==> src/rtl/core/i2cmra_pkg.sv <==
// Shared types and constants for the I2C master register access unit.
`default_nettype none
package i2cmra_pkg;
  localparam int unsigned MaxBytes     = 16;
  localparam int unsigned AckPollLimit = 50;
  localparam int unsigned BufAw        = $clog2(MaxBytes);
  localparam int unsigned CntW         = $clog2(MaxBytes + 1);

  typedef enum logic [1:0] {
    OP_LOAD  = 2'd0,
    OP_START = 2'd1,
    OP_TICK  = 2'd2,
    OP_NONE  = 2'd3
  } op_e;

  // one classified beat passed from the front end to the sequencer
  typedef struct packed {
    op_e         op;
    logic [3:0]  buffer_index;
    logic [7:0]  write_byte;
    logic [6:0]  slave_address;
    logic [15:0] register_address;
    logic        is_read;
    logic [4:0]  byte_count;
    logic        sda_sampled;
  } cmd_t;

  // one result beat
  typedef struct packed {
    logic       scl_level;
    logic       sda_level;
    logic       busy_res;
    logic       done_res;
    logic       address_nack;
    logic [7:0] read_data;
    logic       read_valid;
    logic       read_last;
  } res_t;

  localparam int unsigned CmdW = $bits(cmd_t);
  localparam int unsigned ResW = $bits(res_t);
endpackage
`default_nettype wire

==> src/rtl/core/i2cmra_fifo.sv <==
// Two-entry queue between front end and sequencer (also used for results).
`default_nettype none
module i2cmra_fifo (
  input  wire                          clk_i,
  input  wire                          rst_ni,
  input  wire                          in_valid_i,
  output logic                         in_ready_o,
  input  wire  [i2cmra_pkg::CmdW-1:0]  in_data_i,
  output logic                         out_valid_o,
  input  wire                          out_ready_i,
  output logic [i2cmra_pkg::CmdW-1:0]  out_data_o
);
  import i2cmra_pkg::*;

  logic [CmdW-1:0] mem_q [2];
  logic            wptr_q, rptr_q;
  logic [1:0]      cnt_q;
  logic            push, pop;

  assign in_ready_o  = (cnt_q != 2'd2);
  assign out_valid_o = (cnt_q != 2'd0);
  assign out_data_o  = mem_q[rptr_q];
  assign push = in_valid_i && in_ready_o;
  assign pop  = out_valid_o && out_ready_i;

  // storage
  always_ff @(posedge clk_i) begin
    if (push) mem_q[wptr_q] <= in_data_i;
  end

  // pointers
  always_ff @(posedge clk_i or negedge rst_ni) begin
    if (!rst_ni) begin
      wptr_q <= 1'b0;
      rptr_q <= 1'b0;
      cnt_q  <= 2'd0;
    end else begin
      if (push) wptr_q <= ~wptr_q;
      if (pop) rptr_q <= ~rptr_q;
      cnt_q <= cnt_q + {1'b0, push} - {1'b0, pop};
    end
  end
endmodule
`default_nettype wire

==> src/rtl/core/i2cmra_front.sv <==
// Front end: unpacks input beats into commands for the sequencer.
`default_nettype none
module i2cmra_front (
  input  wire                         s_axis_tvalid,
  output logic                        s_axis_tready,
  input  wire  [47:0]                 s_axis_tdata,
  output logic                        cmd_valid_o,
  input  wire                         cmd_ready_i,
  output i2cmra_pkg::cmd_t            cmd_o
);
  import i2cmra_pkg::*;

  cmd_t       cmd;

  assign cmd.op               = op_e'(s_axis_tdata[1:0]);
  assign cmd.buffer_index     = s_axis_tdata[5:2];
  assign cmd.write_byte       = s_axis_tdata[13:6];
  assign cmd.slave_address    = s_axis_tdata[20:14];
  assign cmd.register_address = s_axis_tdata[36:21];
  assign cmd.is_read          = s_axis_tdata[37];
  assign cmd.byte_count       = s_axis_tdata[42:38];
  assign cmd.sda_sampled      = s_axis_tdata[43];

  assign s_axis_tready = cmd_ready_i;
  assign cmd_valid_o   = s_axis_tvalid;
  assign cmd_o         = cmd;
endmodule
`default_nettype wire

==> src/rtl/core/i2cmra_seq.sv <==
// Back end: bus sequencer stepped by tick commands, one result per command.
`default_nettype none
module i2cmra_seq (
  input  wire                          clk_i,
  input  wire                          rst_ni,
  input  wire                          fast_mode_i,
  input  wire                          wide_reg_i,
  input  wire                          cmd_valid_i,
  output logic                         cmd_ready_o,
  input  wire  [i2cmra_pkg::CmdW-1:0]  cmd_i,
  output logic                         res_valid_o,
  input  wire                          res_ready_i,
  output i2cmra_pkg::res_t             res_o
);
  import i2cmra_pkg::*;

  typedef enum logic [4:0] {
    P_IDLE, P_START_A, P_START_B, P_START_C, P_TX_LOW, P_TX_SET, P_TX_HIGH,
    P_ACK_LOW, P_ACK_REL, P_ACK_HIGH, P_ACK_POLL, P_ACK_END, P_RX_PRE,
    P_RX_LOW, P_RX_HIGH, P_MACK_LOW, P_MACK_SET, P_MACK_HIGH, P_MACK_END,
    P_STOP_A, P_STOP_B, P_STOP_C, P_STOP_D
  } phase_e;

  typedef enum logic [2:0] {
    R_ADDR_W, R_REG_HI, R_REG_LO, R_ADDR_R, R_DATA_W, R_DATA_R
  } role_e;

  cmd_t        cmd;
  phase_e      ph_q, ph_d;
  role_e       role_q, role_d;
  logic [1:0]  dly_q, dly_d;
  logic [3:0]  bit_q, bit_d;
  logic [CntW-1:0] done_q, done_d, cnt_q, cnt_d;
  logic [7:0]  sh_q, sh_d;
  logic [5:0]  polls_q, polls_d;
  logic [6:0]  slv_q, slv_d;
  logic [15:0] reg_q, reg_d;
  logic        dir_q, dir_d;
  logic        scl_q, scl_d, sda_q, sda_d;
  logic        ev_done, ev_nack, ev_valid, ev_last;
  logic [7:0]  ev_data;
  logic        go, is_last;
  logic [CntW-1:0] done_inc;
  logic [7:0]  buf_q [MaxBytes];

  assign cmd         = cmd_t'(cmd_i);
  assign cmd_ready_o = res_ready_i;
  assign res_valid_o = cmd_valid_i;
  assign go          = cmd_valid_i && res_ready_i;
  assign is_last     = ({1'b0, done_q} + 1'b1) >= {1'b0, cnt_q};
  assign done_inc    = done_q + 1'b1;

  // write buffer; loads take effect in beat order with the ticks
  always_ff @(posedge clk_i) begin
    if (go && cmd.op == OP_LOAD && {1'b0, cmd.buffer_index} < 5'(MaxBytes))
      buf_q[cmd.buffer_index[BufAw-1:0]] <= cmd.write_byte;
  end

  // next-state logic; pin updates follow entry into each phase
  always_comb begin
    phase_e nx;
    logic   ent;
    logic   snd;
    role_e  sr;
    logic [7:0] sb;
    ph_d = ph_q; role_d = role_q; dly_d = dly_q; bit_d = bit_q;
    done_d = done_q; cnt_d = cnt_q; sh_d = sh_q; polls_d = polls_q;
    slv_d = slv_q; reg_d = reg_q; dir_d = dir_q; scl_d = scl_q; sda_d = sda_q;
    ev_done = 1'b0; ev_nack = 1'b0; ev_valid = 1'b0; ev_last = 1'b0;
    ev_data = 8'h00;
    nx = ph_q; ent = 1'b0; snd = 1'b0; sr = role_q; sb = 8'h00;
    if (cmd.op == OP_START && ph_q == P_IDLE) begin
      slv_d = cmd.slave_address;
      reg_d = cmd.register_address;
      dir_d = cmd.is_read;
      cnt_d = (cmd.byte_count > 5'(MaxBytes)) ? CntW'(MaxBytes)
                                               : CntW'(cmd.byte_count);
      done_d = '0; polls_d = '0; role_d = R_ADDR_W;
      nx = P_START_A; ent = 1'b1;
    end else if (cmd.op == OP_TICK && ph_q != P_IDLE) begin
      if (ph_q == P_ACK_POLL) begin
        if (!cmd.sda_sampled) begin
          nx = P_ACK_END; ent = 1'b1;
        end else begin
          polls_d = polls_q + 1'b1;
          if (polls_d > 6'(AckPollLimit)) begin
            nx = (role_q == R_ADDR_W) ? P_STOP_A : P_ACK_END; ent = 1'b1;
          end
        end
      end else if (!fast_mode_i && dly_q != 2'd3) begin
        dly_d = dly_q + 1'b1;
      end else begin
        ent = 1'b1;
        case (ph_q)
          P_START_A:  nx = P_START_B;
          P_START_B:  nx = P_START_C;
          P_START_C:  begin snd = 1'b1; sr = role_q; end
          P_TX_LOW:   nx = P_TX_SET;
          P_TX_SET:   nx = P_TX_HIGH;
          P_TX_HIGH: begin
            sh_d = {sh_q[6:0], 1'b0};
            bit_d = bit_q + 1'b1;
            nx = (bit_d >= 4'd8) ? P_ACK_LOW : P_TX_LOW;
          end
          P_ACK_LOW:  nx = P_ACK_REL;
          P_ACK_REL:  nx = P_ACK_HIGH;
          P_ACK_HIGH: begin polls_d = '0; nx = P_ACK_POLL; end
          P_ACK_END: begin
            case (role_q)
              R_ADDR_W: begin snd = 1'b1; sr = wide_reg_i ? R_REG_HI : R_REG_LO; end
              R_REG_HI: begin snd = 1'b1; sr = R_REG_LO; end
              R_REG_LO: begin
                if (dir_q) begin role_d = R_ADDR_R; nx = P_START_A; end
                else if (cnt_q != '0) begin snd = 1'b1; sr = R_DATA_W; end
                else nx = P_STOP_A;
              end
              R_ADDR_R: begin
                if (cnt_q != '0) begin role_d = R_DATA_R; nx = P_RX_PRE; end
                else nx = P_STOP_A;
              end
              default: begin
                done_d = done_inc;
                if (done_inc < cnt_q) begin snd = 1'b1; sr = R_DATA_W; end
                else nx = P_STOP_A;
              end
            endcase
          end
          P_RX_PRE: begin bit_d = '0; sh_d = '0; nx = P_RX_LOW; end
          P_RX_LOW:   nx = P_RX_HIGH;
          P_RX_HIGH: begin
            sh_d = {sh_q[6:0], cmd.sda_sampled};
            bit_d = bit_q + 1'b1;
            if (bit_d >= 4'd8) begin
              ev_valid = 1'b1; ev_data = sh_d; ev_last = is_last;
              nx = P_MACK_LOW;
            end else nx = P_RX_LOW;
          end
          P_MACK_LOW:  nx = P_MACK_SET;
          P_MACK_SET:  nx = P_MACK_HIGH;
          P_MACK_HIGH: nx = P_MACK_END;
          P_MACK_END: begin
            done_d = done_inc;
            nx = (done_inc < cnt_q) ? P_RX_PRE : P_STOP_A;
          end
          P_STOP_A: nx = P_STOP_B;
          P_STOP_B: nx = P_STOP_C;
          P_STOP_C: nx = P_STOP_D;
          P_STOP_D: begin
            ev_done = 1'b1; ev_nack = (role_q == R_ADDR_W);
            nx = P_IDLE;
          end
          default: nx = P_IDLE;
        endcase
      end
    end
    // byte launch; data bytes come from the slot of the updated byte count
    if (snd) begin
      case (sr)
        R_ADDR_W: sb = {slv_q, 1'b0};
        R_ADDR_R: sb = {slv_q, 1'b1};
        R_REG_HI: sb = reg_q[15:8];
        R_REG_LO: sb = reg_q[7:0];
        default:  sb = buf_q[done_d[BufAw-1:0]];
      endcase
      role_d = sr; sh_d = sb; bit_d = '0; nx = P_TX_LOW;
    end
    if (ent) begin
      ph_d = nx; dly_d = '0;
      case (nx)
        P_START_A: begin scl_d = 1'b1; sda_d = 1'b1; end
        P_START_B, P_START_C, P_STOP_B: sda_d = 1'b0;
        P_TX_SET:  sda_d = sh_d[7];
        P_MACK_SET: sda_d = is_last;
        P_ACK_REL, P_RX_PRE, P_STOP_D: sda_d = 1'b1;
        P_TX_HIGH, P_ACK_HIGH, P_RX_HIGH, P_MACK_HIGH, P_STOP_C: scl_d = 1'b1;
        P_TX_LOW, P_ACK_LOW, P_ACK_END, P_RX_LOW, P_MACK_LOW, P_MACK_END,
        P_STOP_A: scl_d = 1'b0;
        default: ;
      endcase
    end
  end

  // result for this beat
  always_comb begin
    res_o.scl_level    = scl_d;
    res_o.sda_level    = sda_d;
    res_o.busy_res     = (ph_d != P_IDLE);
    res_o.done_res     = ev_done;
    res_o.address_nack = ev_nack;
    res_o.read_data    = ev_data;
    res_o.read_valid   = ev_valid;
    res_o.read_last    = ev_last;
  end

  // sequencer state
  always_ff @(posedge clk_i or negedge rst_ni) begin
    if (!rst_ni) begin
      ph_q <= P_IDLE; role_q <= R_ADDR_W; dly_q <= '0; bit_q <= '0;
      done_q <= '0; cnt_q <= '0; sh_q <= '0; polls_q <= '0; slv_q <= '0;
      reg_q <= '0; dir_q <= 1'b0; scl_q <= 1'b1; sda_q <= 1'b1;
    end else if (go) begin
      ph_q <= ph_d; role_q <= role_d; dly_q <= dly_d; bit_q <= bit_d;
      done_q <= done_d; cnt_q <= cnt_d; sh_q <= sh_d; polls_q <= polls_d;
      slv_q <= slv_d; reg_q <= reg_d; dir_q <= dir_d; scl_q <= scl_d;
      sda_q <= sda_d;
    end
  end
endmodule
`default_nettype wire

==> src/rtl/core/i2c_master_register_access_unit.sv <==
// Top level: I2C master register access unit.
// Flow: a beat is registered in the command queue, and the sequencer's result for
// it is registered in the output queue once that queue has room.
// Throughput: one beat per cycle unless a full queue holds the flow.
// Reset: asynchronous active low; idle, lines released, fast mode on.
`default_nettype none
module i2c_master_register_access_unit (
  input  wire         clk_i,
  input  wire         rst_ni,
  input  wire         s_axis_tvalid,
  output logic        s_axis_tready,
  // op[1:0] buffer_index[5:2] write_byte[13:6] slave_address[20:14]
  // register_address[36:21] is_read[37] byte_count[42:38] sda_sampled[43]
  input  wire  [47:0] s_axis_tdata,
  output logic        m_axis_tvalid,
  input  wire         m_axis_tready,
  // scl_level[0] sda_level[1] busy_res[2] done_res[3] address_nack[4]
  // read_data[12:5] read_valid[13] read_last[14]
  output logic [15:0] m_axis_tdata,
  input  wire         psel,
  input  wire         penable,
  input  wire         pwrite,
  input  wire  [2:0]  paddr,
  input  wire  [31:0] pwdata,
  output logic [31:0] prdata,
  output logic        pready
);
  import i2cmra_pkg::*;

  localparam logic [2:0] AddrFast = 3'd0;
  localparam logic [2:0] AddrWide = 3'd4;

  logic fast_q, wide_q;
  logic fv, fr, qv, qr, rv, rr;
  cmd_t fcmd;
  logic [CmdW-1:0] qcmd, rdw, rqo;
  res_t res;

  // configuration registers
  assign pready = 1'b1;
  always_ff @(posedge clk_i or negedge rst_ni) begin
    if (!rst_ni) begin
      fast_q <= 1'b1;
      wide_q <= 1'b0;
    end else if (psel && penable && pwrite) begin
      if (paddr == AddrFast) fast_q <= pwdata[0];
      if (paddr == AddrWide) wide_q <= pwdata[0];
    end
  end
  always_comb begin
    case (paddr)
      AddrFast: prdata = {31'd0, fast_q};
      AddrWide: prdata = {31'd0, wide_q};
      default:  prdata = 32'd0;
    endcase
  end

  i2cmra_front u_front (
    .s_axis_tvalid, .s_axis_tready, .s_axis_tdata,
    .cmd_valid_o(fv), .cmd_ready_i(fr), .cmd_o(fcmd)
  );

  i2cmra_fifo u_cmdq (
    .clk_i, .rst_ni, .in_valid_i(fv), .in_ready_o(fr), .in_data_i(fcmd),
    .out_valid_o(qv), .out_ready_i(qr), .out_data_o(qcmd)
  );

  i2cmra_seq u_seq (
    .clk_i, .rst_ni, .fast_mode_i(fast_q), .wide_reg_i(wide_q),
    .cmd_valid_i(qv), .cmd_ready_o(qr), .cmd_i(qcmd),
    .res_valid_o(rv), .res_ready_i(rr), .res_o(res)
  );

  assign rdw = CmdW'(res);

  i2cmra_fifo u_resq (
    .clk_i, .rst_ni, .in_valid_i(rv), .in_ready_o(rr), .in_data_i(rdw),
    .out_valid_o(m_axis_tvalid), .out_ready_i(m_axis_tready), .out_data_o(rqo)
  );

  // res_t packs read_last at bit 0; reorder onto the stream fields
  always_comb begin
    res_t r;
    r = res_t'(rqo[ResW-1:0]);
    m_axis_tdata = {1'b0, r.read_last, r.read_valid, r.read_data, r.address_nack,
                    r.done_res, r.busy_res, r.sda_level, r.scl_level};
  end
endmodule
`default_nettype wire
==> config.mk <==
export PLATFORM = sky130hd
export DESIGN_NAME = i2c_master_register_access_unit
export DESIGN_NICKNAME = d
export VERILOG_FILES = /design/src/rtl/core/i2cmra_pkg.sv /design/src/rtl/core/i2cmra_fifo.sv /design/src/rtl/core/i2cmra_front.sv /design/src/rtl/core/i2cmra_seq.sv /design/src/rtl/core/i2c_master_register_access_unit.sv
export SDC_FILE = /design/constraint.sdc
export NUM_CORES = 1
export LEC_CHECK = 0
export BUFFER_PORTS_ARGS = -buffer_cell sky130_fd_sc_hd__buf_2
export CAP_MARGIN = 10
export CELL_PAD_IN_SITES_DETAIL_PLACEMENT = 1
export CELL_PAD_IN_SITES_GLOBAL_PLACEMENT = 1
export CORE_ASPECT_RATIO = 0.8
export CORE_MARGIN = 5
export CORE_UTILIZATION = 45
export DETAILED_ROUTE_END_ITERATION = 16
export PLACE_DENSITY = 0.71
export SYNTH_ARGS = -nofsm -noshare
export SYNTH_HDL_FRONTEND = slang
export SYNTH_SLANG_ARGS = --single-unit
==> constraint.sdc <==
create_clock -name clk_i -period 4.4 [get_ports clk_i]
set_input_delay 0.88 -clock clk_i [delete_from_list [all_inputs] [get_ports clk_i]]
set_output_delay 0.88 -clock clk_i [all_outputs]
set_load 0.05 [all_outputs]
== Word-level counts from Yosys, hierarchy flattened ==
Memories as Yosys holds them, arrays and structs flattened.
Cells that the tools add are included.

* Word-level logic and storage cells: 282
* Latch bits: 0
* Bits in registers: 74
* Memory bits (writable): 246
* Bits in read-only memories: 0
* Memories kept: 3
* Input port bits: 90

{| class="wikitable"
|+ Memories
! memory !! words !! width !! read ports !! clocked after memory_dff !! wr ports !! RTL line !! RTL
|-
| u_seq.buf_q || 16 || 8 || 1 || 0 || 1 || i2cmra_seq.sv:44 || <nowiki>logic [7:0] buf_q [MaxBytes];</nowiki>
|-
| u_cmdq.mem_q || 2 || 44 || 1 || 0 || 1 || i2cmra_fifo.sv:15 || <nowiki>logic [CmdW-1:0] mem_q [2];</nowiki>
|-
| u_resq.mem_q || 2 || 15 || 1 || 0 || 1 || i2cmra_fifo.sv:15 ||
|}

* Bitwise operators: 4
* Reductions and logical operators: 47
* Multiplexer cells: 122
* Eq/ne operators: 69
* $add $sub $neg: 9
* Div/mod/pow operators: 0
* Multipliers: 0
* Magnitude comparators: 5
* Shift-type cells: 0

{| class="wikitable"
|+ Operator list
! operator !! number
|-
| $mux W5 || 20
|-
| $pmux W5 S20 || 1
|-
| $mux W8 || 11
|-
| $eq A5 B4 Y1 const B || 15
|-
| $eq A5 B5 Y1 const B || 14
|-
| $mux W3 || 16
|-
| $mux W1 || 43
|-
| $eq A5 B3 Y1 const B || 8
|-
| $mux W6 || 6
|-
| $pmux W8 S4 || 1
|-
| $pmux W8 S3 || 1
|-
| $eq A5 B2 Y1 const B || 4
|-
| $mux W4 || 5
|-
| $reduce_and A6 Y1 || 3
|-
| $mux W2 || 8
|-
| $ne A2 B2 Y1 const B || 8
|-
| $pmux W5 S3 || 1
|-
| $reduce_bool A3 Y1 || 5
|-
| $reduce_bool A5 Y1 || 3
|-
| $eq A3 B2 Y1 const B || 4
|-
| $pmux W3 S4 || 1
|-
| $reduce_bool A2 Y1 || 6
|-
| $eq A5 B1 Y1 const B || 2
|-
| $pmux W5 S2 || 1
|-
| other kinds (40) || 69
|}

== Logic depth before layout (Yosys ltp) ==
* Word-level depth: 14
* Depth in mapped cells: 15

== By module ==
Synthesis repeated with hierarchy kept, for this count alone.

* Cells, all modules: 1305
* Area, all modules: 17752.0 µm²

{| class="wikitable"
|+ Modules (own cells, without submodules)
! module !! times used !! cells each !! area each (µm²) !! seq. area each (µm²)
|-
| i2cmra_seq || 1 || 907 || 9945.8 || 5447.7
|-
| i2cmra_fifo || 2 || 154 || 3539.6 || 2742.6
|-
| i2c_master_register_access_unit || 1 || 44 || 381.6 || 51.3
|-
| i2cmra_front || 1 || 46 || 345.3 || 0.0
|}

== Least setup slack after synthesis ==
No wires, ideal clock.

* Kind: register to register
* Start: reg u_seq.done_q[0]
* End: mem u_resq.mem_q[0][13] (netlist bit), data pin
* Arrival time: 3.657 ns
* Data required time: 4.140 ns
* Period minus slack after synthesis: 3.917 ns
* Slack: 0.483 ns
* Stages on the path, launching flop included: 16
* Library setup time: 0.260 ns
* Path through: dfrtp_1 -> clkbuf_1 -> nand3_1 -> xnor2_1 -> ha_1 -> nand3_1 -> o21bai_1 -> a21boi_0 -> o2bb2ai_1 -> and2_1 -> buf_6 -> o41ai_4 -> nor4_2 -> a2111oi_2 -> o31ai_2 -> a32o_1

{| class="wikitable"
|+ RTL lines
! what !! RTL line !! RTL
|-
| start, declared || i2cmra_seq.sv:33 || <nowiki>logic [CntW-1:0] done_q, done_d, cnt_q, cnt_d;</nowiki>
|-
| start signal, assigned || i2cmra_seq.sv:199 || <nowiki>done_q <= '0; cnt_q <= '0; sh_q <= '0; polls_q <= '0; slv_q <= '0;</nowiki>
|-
| start signal, assigned || i2cmra_seq.sv:203 || <nowiki>done_q <= done_d; cnt_q <= cnt_d; sh_q <= sh_d; polls_q <= polls_d;</nowiki>
|-
| end, declared || i2cmra_fifo.sv:15 ||
|}

==> flow_summary.toml <==
[power_and_ir_drop]
p_sw_share_pct = 35.1
seqPwrFrac_pct = 41.4
p_leak_nw = 6.51
power_density_mw_per_mm2 = 636
power_mw = 10.6
p_switching_mw = 3.73
vdd_drop_max_v = 0.000505
p_int_mw = 6.88
clkPwrFrac_pct = 27.9
p_comb_share_pct = 30.7

[timing]
setup_ws_ps = 396
worst_pin_slew_ps = 1130
fmax_ghz = 0.250
rsz0062_at_grt = "false"
slew_headroom_pct = 24.3
fin_tns_setup_ps = 0
finalSetupViolCount = 0
finClkSkew_ps = 30.2
slew_violations = 0
finalHoldViolCount = 0
finalCritPeriodShare_pct = 91.0
holdWs_ps = 477
min_period_ps = 4000

[finish]
fin_util_pct = 51.6
fin_nets = 1309
mostFrequentLayoutCell = "edfxtp_1"
n_antenna_cell = 0
mostFrequentLayoutCells = "edfxtp_1, nand2_1, mux2i_1, nor2_1, buf_2"
syn_to_final_growth_pct = 14.1
drive_gt1_share_pct = 18.8

[clock_network]
cts_tree = "built"
post_cts_resized = 0
hold_buffers = 0
root_buffer = "clkbuf_16"
cts_setup_buffers = 0
clockBufferDepth = 3
cts_buffers = 34
cts_max_level = 2
cts.clk_slew.worst_paths_ps = 60
cts.sinks = 320
clkLatencyLatePin_ps = 530

[worst_setup_path]
endpoint_kind = "register"
crit_required_ps = 4660
startpoint_type = "register"
cp_cell_sequence = "ha_1, nand3b_1, a2bb2oi_1, a221oi_1, o31ai_1, and2_1, o31ai_1, nand2_1, a211o_1, o211ai_1, nand3_1"
reg2reg_slack_ps = 400
crit_top_cell = "o31ai_1"
critPathSlowestCell = "o31ai_1"
r2r_cells = 11
regToRegStartpoint = "u_seq.polls_q[0]"
cp_max_fo = 8
r2r_end = "u_resq.mem_q[1][14]"
critPathArrivalTime_ps = 4260
crit_start = "u_seq.polls_q[0]"
crit_end = "u_resq.mem_q[1][14]"
critPathKind = "register to register"
slowest_delay_ps = 640

[synth]
synth.area.top_cells = "edfxtp_1, dfrtp_1, mux2i_1"
async_flop_share_pct = 23.1
ys_types = 83
ys_warn_count = 0
synth-seq-cells = 320
netlist.area_leader.share_pct = 50.5
postSynthAreaPerCell_um2 = 13.3
netlist_instances = 1102
synth_largest_area_cell = "edfxtp_1"
syn-cell-area_mm2 = 0.0146
synth_edf_count = 246
synthFlopType = "edfxtp_1"
ys_seq_area_share_pct = 63.2

[die]
ios = 141
rows = 59
start_util_pct = 45.2
die_w_um = 212
core_area_mm2 = 0.0323
die_y_um = 171
die-area_mm2 = 0.0362

[place]
io_buffers = 72
dp_hpwl_mm = 24.3
pre_cts_ws_ps = 444
place_congestion = 0.885

[detailed_routing]
vias = 9324
detail_route.first_pass.iterations = 6
drt_iter0_markers = 699
drt_wl_total_mm = 35.6
antenna_left = 0
drc = 0
post_drt_wl_per_cell_um = 21.5
vias_per_cell = 5.63

[outcome]
outcome = "finished clean"

[grt]
antenna_found_initial = 0
first_global_vias = 9736
grtUsageTotal_pct = 19.6
grt_pass1_wl_mm = 55.6
gr-total-overflow = 0
grt_max_degree = 75

[worst_hold_path]
hold_path_class = "register to register"

[run]
drv_cap = 0
[cell type report]
cell class | count | area, um^2
clock inverter | 17 | 233
tap | 427 | 534
sequential | 320 | 9240
clock buffer | 43 | 926
multi-input combinational | 708 | 4950
inverter | 24 | 90.1
fill | 3317 | 15600
timing repair buffer | 117 | 713
[metal layers]
| layer | vias up | GRT usage (%) | part of all wire, % |
|---|---|---|---|
| met5 | - | 0 | 0 |
| met4 | 0 | 4.73 | 2.0 |
| met3 | 62 | 3.79 | 5.3 |
| met2 | 246 | 30.5 | 45 |
| met1 | 4706 | 28.8 | 48 |
| li1 | 4310 | - | - |
[sequential cells by signal, summed over array words and instances, names as in the netlist, 2 cells and up]
register       count
u_cmdq.cnt_q       2
u_cmdq.mem_q      88
u_resq.cnt_q       2
u_resq.mem_q      30
u_seq.bit_q        4
u_seq.buf_q      128
u_seq.cnt_q        5
u_seq.dly_q        2
u_seq.done_q       5
u_seq.ph_q         5
u_seq.polls_q      6
u_seq.reg_q       16
u_seq.role_q       3
u_seq.sh_q         8
u_seq.slv_q        7
[cells in the mapped netlist (20+ instances only)]
cell type and number:
a21oi_1 26, buf_4 38, clkbuf_1 33, dfrtp_1 71, edfxtp_1 246, inv_1 24
mux2_2 31, mux2i_1 101, nand2_1 111, nand3_1 24, nor2_1 73, nor3_1 20
o21ai_0 63
[worst max-delay path: cells and delay by family, from the launching register on]
kind | cells | cell delay [ps]
flip-flops | 1 | 460
AND/OR/NAND/NOR | 4 | 930
adder cells (fa/ha/maj) | 1 | 330
AO/OA/AOI/OAI | 6 | 2030
[stage by stage]
stage | area [um^2] | instances
final | 16700 | 1656
after global routing | 16700 | 1656
after CTS | 16700 | 1656
after detailed placement | 15500 | 1596
after global placement | 15500 | 1596
after floorplan | 14700 | 1133
[power by group through the flow]
stage / sequential, mW / combinational (mW) / clock [mW]
6_report: 4.39 / 3.26 / 2.96
5_1_grt: 4.45 / 3.53 / 3.18
4_1_cts: 4.40 / 3.27 / 3.04
3_5_place_dp: 4.45 / 3.24 / 0
3_3_place_gp: 4.40 / 3.14 / 0
2_1_floorplan: 4.29 / 2.36 / 0
[logic make-up after synthesis]
logic type | count (synthesis) | share of synthesized area (%)
flops | 320 | 63.2
simple gates | 303 | 9.88
compound gates | 200 | 9.49
mux | 146 | 11.5
buf+inv | 105 | 3.95
fa+ha+maj | 14 | 1.20
xor+xnor | 12 | 0.719
other cells | 2 | 0.0513
[how the worst min path moves through the flow]
stage / from / to / slack [ps] / cells past startpoint
after floorplan: u_resq.cnt_q[1] / u_resq.cnt_q[1] / 450 / 1
after global placement: u_resq.cnt_q[1] / u_resq.cnt_q[1] / 460 / 1
after detailed placement: u_resq.cnt_q[1] / u_resq.cnt_q[1] / 470 / 1
after CTS: u_resq.cnt_q[1] / u_resq.cnt_q[1] / 480 / 1
after global routing: u_resq.cnt_q[1] / u_resq.cnt_q[1] / 500 / 1
final: u_resq.cnt_q[1] / u_resq.cnt_q[1] / 480 / 1
Power figures use the tool's default switching activity.
